===== src/rtl/core/bmg_mul.sv =====
// bmg_mul: shared 32 x 32 unsigned multiplier
// product is captured by the sequencer registers; no dependencies
`default_nettype none
module bmg_mul (
	input  wire logic [31:0] a,
	input  wire logic [31:0] b,
	output logic      [63:0] p
);
	assign p = 64'(a) * 64'(b);
endmodule
`default_nettype wire


===== config.mk =====
export PLATFORM = sky130hd
export DESIGN_NAME = bmg_mul
export DESIGN_NICKNAME = d
export VERILOG_FILES = /design/src/rtl/core/bmg_mul.sv
export SDC_FILE = /design/constraint.sdc
export NUM_CORES = 2
export LEC_CHECK = 0
export ABC_AREA = 0
export BUFFER_PORTS_ARGS = -buffer_cell sky130_fd_sc_hd__buf_4
export CAP_MARGIN = 15
export CORE_MARGIN = 2
export CORE_UTILIZATION = 55
export DETAILED_ROUTE_END_ITERATION = 10
export PLACE_DENSITY_LB_ADDON = 0.15
export SLEW_MARGIN = 20
export SYNTH_ARGS = -nofsm -noshare
export SYNTH_HDL_FRONTEND = slang
export SYNTH_SLANG_ARGS = --single-unit

===== constraint.sdc =====
create_clock -name vclk -period 16.7
set_input_delay 4.175 -clock vclk [all_inputs]
set_output_delay 4.175 -clock vclk [all_outputs]
set_load 0.05 [all_outputs]

==> run metrics <==
status finished, final reports clean; Tcrit/Tclk final 0.973; Buffers on Ports 128; Resized cells post-CTS 0; MaxCap Viol Count 0; fin util 0.576; vias in the first global route 26600; Fillers 5563; CP arrival 12.07 ns; share of cells above drive strength 1 0.0471; total gr overflow 0; Distinct cells, synth 56; Slew Limit Fails 0; post-synth top area share 0.538; Vias/cell 5.49; worst-margin pin slew 0.820 ns; Final Hold Fails 0; cell row count 90; required time worst endpoint 12.52 ns; Total Wirelength 91100 um; gpl congestion 0.922; cell taking the most area after synthesis fa_1; Post-Synthesis Net Count 4920; worst hold path type input port to primary output; unrepaired setup endpoints after global routing false; starting density of the core 0.554; Final min period 16.25 ns; Mapped Cells 3697; nets@finish 4852; core area 60100 um^2; hold buffers post-CTS 0; Synth Cell Area 33300 um^2; placed standard-cell area 34600 um^2; sequential area share after synthesis 0; Die X 250 um; Worst Setup End Kind primary output; Setup Buffers After CTS 0; Worst slew margin 0.454; # clk buffers 0; initial antenna violation count 8; register area 0 um^2; io pins 128; FF+latch count 0; synth-to-layout area growth 3.85%; final setup fails 0; DRT antenna net count 0; final non-filler cell area 34600 um^2; Avg Cell Area, Syn 9.02 um^2; DRT iter0 DRCs 1386; Ys Warns 0; crit path kind input port to primary output; Achievable Freq 61.5 MHz; crit-path max FO 32; drt first pass iters 5; DPL Wire Length 74400 um; first-pass GRT wire length 149000 um; TNS Setup 0 ns; DR WL/cell 20.7 um; largest net degree at the start of global routing 33; total die area 62600 um^2; die height 250 um; GRT Util Overall 0.308; crit start category input port; routed via count 24200; Synth area leaders fa_1, and2_1, ha_1; Post-route DRC 0
kinds of logic after synthesis:
kind of cell / share of synthesized area
xor gates and xnor gates: 0.0166
buffers and inverters: 0.123
AOI/OAI and AO/OA: 0.0423
adders and majority gates: 0.637
and+or+nand+nor: 0.181
critical path, cell delays in order:
cell	delay, ns
buf_4	0.40
and2_1	0.21
fa_1	0.44
fa_1	0.58
inv_1	0.07
fa_1	0.55
inv_1	0.06
fa_1	0.49
inv_1	0.05
fa_1	0.56
fa_1	0.43
fa_1	0.56
fa_1	0.53
inv_1	0.05
ha_1	0.38
a21oi_1	0.26
o21ai_0	0.15
a221o_1	0.39
a21oi_1	0.20
o22a_1	0.18
a21oi_1	0.11
a211oi_1	0.57
o21ai_0	0.22
xor2_1	0.19
buf_4	0.22
cells in the mapped netlist (6+ instances only):
cell,number
fa_1,896
inv_1,869
and2_1,599
nand2_1,484
ha_1,263
clkbuf_1,214
a21oi_1,81
o21ai_0,46
xnor2_1,38
nor2_1,31
xor2_1,25
nand4_1,24
a21o_1,19
o21bai_1,14
nand3_1,7
buf_2,6
layout make-up:
class	instances	area [um^2]	area share
antenna	3	7.51	0.000217
inverter	869	3260	0.0942
multi-input combinational	2607	29200	0.845
tap	782	978	0.0283
timing repair buffer	151	1130	0.0327
metrics by stage:
stage               cells  hold WS, ns  worst slack (ns)
floorplan            3697         8.65              1.14
global placement     4409         8.97             0.555
detailed placement   4409         8.97             0.598
CTS                  4409         8.97             0.537
global route         4409         8.98             0.128
finish               4412         8.96             0.451
per-layer routing:
layer	track usage	vias to the layer above	routed length, um
met2	0.472	1038	40100
met1	0.432	12500	38600
met4	0.0539	6	1790
met3	0.107	131	10600
li1	-	10500	-
met5	0	-	35
placed cells by master, fill, tap and decap left out, drive strengths merged, types with 19 or more instances in the layout:
| master | instances |
|---|---|
| buf | 151 |
| and2 | 599 |
| nand4 | 25 |
| ha | 263 |
| xnor2 | 38 |
| o21ai | 47 |
| fa | 896 |
| inv | 869 |
| a21oi | 81 |
| nor2 | 31 |
| xor2 | 25 |
| a21o | 19 |
| nand2 | 484 |
worst paths after layout:
kind	depth (start not counted)	to	start
worst min-delay path	3	p[0]	a[0]
worst max-delay path	25	p[57]	a[24]
Power is left out: the tool's default activity adds up to more than one toggle a clock period on the data nets, which glitch-free logic cannot reach.
