<file path="src/rtl/core/bmg_pkg.sv">
// bmg_pkg: shared types and constants of the gaussian generator
// holds the iterative unit control struct and the series constant tables
// no dependencies
`default_nettype none
package bmg_pkg;

	typedef enum logic {
		ITER_DIV  = 1'b0,
		ITER_SQRT = 1'b1
	} iter_mode_t;

	typedef struct packed {
		logic       start;
		iter_mode_t mode;
	} iter_ctl_t;

	localparam logic [1:0] CFG_SAMPLE_COUNT = 2'd0;
	localparam logic [1:0] CFG_TARGET_MEAN  = 2'd1;
	localparam logic [1:0] CFG_TARGET_SIGMA = 2'd2;

	localparam logic [30:0] ONE_Q30     = 31'h40000000;
	localparam logic [30:0] TWO_LN2_Q30 = 31'd1488522236;
	localparam logic [30:0] HALF_PI_Q30 = 31'd1686629713;

	// series term divisor, innermost term first
	function automatic logic [6:0] series_k(input logic sin_sel, input logic [2:0] idx);
		logic [6:0] k;
		k = 7'd2;
		case (idx)
			3'd0: k = sin_sel ? 7'd110 : 7'd90;
			3'd1: k = sin_sel ? 7'd72  : 7'd56;
			3'd2: k = sin_sel ? 7'd42  : 7'd30;
			3'd3: k = sin_sel ? 7'd20  : 7'd12;
			3'd4: k = sin_sel ? 7'd6   : 7'd2;
			default: k = 7'd2;
		endcase
		return k;
	endfunction

	// floor(2^32 / k) for the divisor above
	function automatic logic [31:0] series_m(input logic sin_sel, input logic [2:0] idx);
		logic [31:0] m;
		m = 32'd2147483648;
		case (idx)
			3'd0: m = sin_sel ? 32'd39045157  : 32'd47721858;
			3'd1: m = sin_sel ? 32'd59652323  : 32'd76695844;
			3'd2: m = sin_sel ? 32'd102261126 : 32'd143165576;
			3'd3: m = sin_sel ? 32'd214748364 : 32'd357913941;
			3'd4: m = sin_sel ? 32'd715827882 : 32'd2147483648;
			default: m = 32'd2147483648;
		endcase
		return m;
	endfunction

endpackage
`default_nettype wire

</file>
<file path="src/rtl/core/bmg_iter.sv">
// bmg_iter: shared iterative unit, restoring divide (one bit a cycle)
// and restoring square root (one root bit a cycle); uses bmg_pkg
`default_nettype none
module bmg_iter #(
	parameter int DW = 17
) (
	input  wire logic                clk,
	input  wire logic                arst_n,
	input  wire bmg_pkg::iter_ctl_t  ctl,
	input  wire logic [63:0]         operand,
	input  wire logic [DW-1:0]       divisor,
	output logic                     busy,
	output logic [63:0]              result
);
	import bmg_pkg::*;

	localparam int SW = (DW + 1 > 35) ? DW + 1 : 35;
	localparam logic [6:0] DIV_STEPS  = 7'd64;
	localparam logic [6:0] SQRT_STEPS = 7'd32;

	logic          busy_q;
	iter_mode_t    mode_q;
	logic [6:0]    cnt_q;
	logic [63:0]   x_q;
	logic [SW-1:0] rem_q;
	logic [63:0]   q_q;
	logic [DW-1:0] dv_q;

	logic [SW-1:0] cand;
	logic [SW-1:0] dsub;
	logic [SW:0]   diff;
	logic          ge;

	always_comb begin
		if (mode_q == ITER_DIV) begin
			cand = {rem_q[SW-2:0], x_q[63]};
			dsub = SW'(dv_q);
		end else begin
			cand = {rem_q[SW-3:0], x_q[63:62]};
			dsub = SW'({q_q[31:0], 2'b01});
		end
		diff = {1'b0, cand} - {1'b0, dsub};
		ge   = ~diff[SW];
	end

	always_ff @(posedge clk or negedge arst_n) begin
		if (!arst_n) begin
			busy_q <= 1'b0;
			cnt_q  <= '0;
		end else if (ctl.start) begin
			busy_q <= 1'b1;
			cnt_q  <= (ctl.mode == ITER_DIV) ? DIV_STEPS : SQRT_STEPS;
		end else if (busy_q) begin
			cnt_q <= cnt_q - 7'd1;
			if (cnt_q == 7'd1) begin
				busy_q <= 1'b0;
			end
		end
	end

	always_ff @(posedge clk) begin
		if (ctl.start) begin
			mode_q <= ctl.mode;
			x_q    <= operand;
			rem_q  <= '0;
			q_q    <= '0;
			dv_q   <= divisor;
		end else if (busy_q) begin
			x_q   <= (mode_q == ITER_DIV) ? {x_q[62:0], 1'b0} : {x_q[61:0], 2'b00};
			rem_q <= ge ? diff[SW-1:0] : cand;
			q_q   <= {q_q[62:0], ge};
		end
	end

	assign busy   = busy_q;
	assign result = q_q;
endmodule
`default_nettype wire

</file>
<file path="config.mk">
export PLATFORM = sky130hd
export DESIGN_NAME = bmg_iter
export DESIGN_NICKNAME = d
export VERILOG_FILES = /design/src/rtl/core/bmg_pkg.sv /design/src/rtl/core/bmg_iter.sv
export SDC_FILE = /design/constraint.sdc
export NUM_CORES = 1
export LEC_CHECK = 0
export ABC_AREA = 1
export BUFFER_PORTS_ARGS = -buffer_cell sky130_fd_sc_hd__buf_2
export CAP_MARGIN = 20
export CORE_MARGIN = 10
export CORE_UTILIZATION = 45
export CTS_BUF_LIST = sky130_fd_sc_hd__clkbuf_2 sky130_fd_sc_hd__clkbuf_4 sky130_fd_sc_hd__clkbuf_8
export DETAILED_ROUTE_END_ITERATION = 6
export GPL_TIMING_DRIVEN = 0
export PLACE_DENSITY = 0.75
export SYNTH_ARGS = -nofsm -noshare
export SYNTH_HDL_FRONTEND = slang
export SYNTH_SLANG_ARGS = --single-unit
export TNS_END_PERCENT = 30
</file>
<file path="constraint.sdc">
create_clock -name clk -period 3.24 [get_ports clk]
set_input_delay 0.162 -clock clk [delete_from_list [all_inputs] [get_ports clk]]
set_output_delay 0.162 -clock clk [all_outputs]
set_load 0.02 [all_outputs]
</file>
==> results.yml <==
run_status:
  status: "complete, but fails checks"
  violations: "negative hold slack"
worst_setup_path:
  arrival_ns: 3.52
  crit_chain: "buf_6 > buf_4 > buf_4 > or2_2 > ha_1 > fa_2 > nor2_1 > o21ai_0 > nand2_2 > nand2_1 > nand2_1 > nand2_1 > nand2_1 > nand2_1 > nand2_1 > nand3_1 > nand2_1"
  cp-start-kind: "flip-flop"
  crit_path_max_fanout: 10
  cp.required_ns: 3.68
  cp_slowest_cell: "edfxtp_1"
  cp_common_cell: "nand2_1"
  critPathMaxStageDelay_ns: 0.44
  worst-setup-path-type: "reg2reg"
  worst_setup_path_end_kind: "flip-flop"
routing:
  wl_per_cell_um: 15.8
  totalWireLength_um: 33200
  drt-pass1-iter-count: 5
  final_antenna_net_count: 0
  via_per_inst: 5.21
  drc: 0
  first_iter_violations: 919
  vias: 11000
pwr:
  ir_drop_mv: 0.339
  power_density_nw_per_um2: 727
  p_leak_nw: 6.30
placed_design:
  place_congestion: 0.989
  dp_worst_setup_slack_ns: -0.558
  portBuffers: 149
  dp_hpwl_um: 24700
synthesis:
  synth-edff-count: 82
  yosys.area_share.simple: 0.273
  yosys_register_bits: 188
  syn_inst: 1522
  syn_area_per_cell_um2: 7.12
  async_flop_share: 0.0426
  synth_top_family_by_area: "simple AND/OR/NAND/NOR gates"
  synth-seq-area-share: 0.427
  synthAdderAreaFrac: 0.0434
  synth_compound_area_frac: 0.139
  yosys_most_used_dff: "dfxtp_1"
  ys_warn_count: 0
  synth_mux_area_frac: 0.000923
  yosysUniqueCellTypes: 37
  yosys.area_share.xor_xnor: 0.0145
  synth_fp_nets: 1644
  synth_area_um2: 10800
layout:
  fillCellCount: 2204
  final_cell_mix: "449 x nand2_1, 205 x inv_1, 160 x buf_2"
  layout_commonest_cell: "nand2_1"
  area_delta_synth_final_pct: 22.5
  diodes: 0
  final_net_count: 1892
  post-route-util: 0.562
  drive_gt1_frac: 0.147
floorplan:
  io_pins: 150
  coreArea_um2: 23600
  start_util: 0.459
  rows: 56
  fp.dieW_um: 175
  die_h_um: 175
  design.die.area_um2: 30700
sta:
  fin_setup_tns_ns: 0
  whs_ns: -0.00161
  period_share: 0.951
  fin_skew_ns: 0.0208
  fin_crit_ns: 3.08
  max_slew_margin: 0.381
  final_max_slew_viol_count: 0
  rsz0062_at_grt: "no"
  setup_ws_ns: 0.159
  setup-violations-final: 0
  fmaxAchievable_mhz: 325
  worstMarginPinSlew_ns: 0.926
  hold_viol_final: 1
global_routing:
  grt_max_degree: 43
  antenna_found_initial: 0
  track_usage: 0.215
  grt_pass1_wl_um: 53800
  grt_overflow: 0
  grt_pass1_vias: 10800
clock_network:
  cts_tree: "done"
  htree_levels: 4
  path_clk_slew_ns: 0.13
  numCtsBuffers: 17
  clk_latency_ns: 0.50
  cts.sinks: 188
  cts-root-buf: "clkbuf_8"
  clockBufferDepth: 2
hold_path:
  min_path_type: "in2reg"
job:
  maxCapViolCount: 0
## power by group
part	internal, mW	total [mW]	switching [mW]	leakage (nW)
registers	2.90	3.11	0.214	1.73
logic	1.70	4.85	3.15	4.35
clock network	0.617	1.70	1.08	0.212
total	5.22	9.66	4.44	6.30
## sequential cells by signal, indices dropped and copies added, names as in the netlist
name    flops
mode_q      1
rem_q      34
cnt_q       7
x_q        64
result     64
busy        1
dv_q       17
## routing by layer
metal  GRT usage  vias to the layer above  share of wire
li1            -                     5464              -
met1       0.275                     5041           0.44
met2       0.346                      394           0.46
met3      0.0573                       60          0.085
met4      0.0661                        0          0.022
met5           0                        -              0
## metrics by stage
stage	power (mW)	cells	cell area (um^2)
6_report	9.66	2102	13300
5_1_grt	10.4	2102	13300
4_1_cts	9.36	2085	13100
3_5_place_dp	7.60	1991	12000
3_3_place_gp	7.56	1990	12000
2_1_floorplan	6.43	1522	10800
## layout make-up
class | instances | area, um^2 | area share
Clock inverter | 15 | 204 | 0.0154
Clock buffer | 17 | 234 | 0.0176
Multi-Input combinational cell | 1049 | 5130 | 0.387
Inverter | 213 | 800 | 0.0602
Buffer | 71 | 360 | 0.0271
Timing Repair Buffer | 230 | 1530 | 0.115
Tap cell | 319 | 399 | 0.0301
Sequential cell | 188 | 4620 | 0.348
## cells in the mapped netlist, types with 8 or more instances
cell type | count | area [um^2]
clkbuf_1 | 49 | 184
nand4_1 | 45 | 282
ha_1 | 36 | 450
nand3_1 | 63 | 315
dfxtp_1 | 98 | 1960
o21ai_0 | 56 | 280
edfxtp_1 | 82 | 2460
inv_1 | 206 | 773
xor2_1 | 17 | 149
nor2_1 | 122 | 458
buf_2 | 10 | 50.1
o22ai_1 | 64 | 400
a21oi_1 | 150 | 751
dfrtp_1 | 8 | 200
nand2_1 | 452 | 1700
buf_1 | 8 | 30.0
## what timing repair did
item / CTS / global route
hold buffers: 62 / 2
hold endpoints to repair: 69 / 2
buffers inserted: 0 / 16
gates resized for setup: 16 / 35
setup endpoints to repair: 35 / 35
pin swaps: 0 / 7
## path summary, 6_finish.rpt
path / start / endpoint / slack [ns] / cells after the start
worst max-delay path: mode_q / rem_q[32] / 0.16 / 17
min in group asynchronous: arst_n / cnt_q[3] / 0.04 / 2
max in group asynchronous: arst_n / cnt_q[6] / 3.01 / 2
worst min-delay path: operand[46] / x_q[46] / -0.002 / 3
worst max register to register: mode_q / rem_q[32] / 0.16 / 17
worst min register to register: result[63] / result[63] / 0.47 / 2
## cells by family after synthesis
family                     count (synthesis)
AOI/OAI and AO/OA                        279
xor gates and xnor gates                  18
adders and majority gates                 37
buffers and inverters                    285
DFF                                      188
muxes                                      1
and+or+nand+nor                          714
## critical path: cells and delay by family, from the launching register on
kind	cells	cell delay, ns
simple gates	11	1.32
fa+ha+maj	2	0.62
buf+inv	3	0.54
flops	1	0.44
compound gates	1	0.11
No activity file was read; power rests on OpenSTA's default activity.
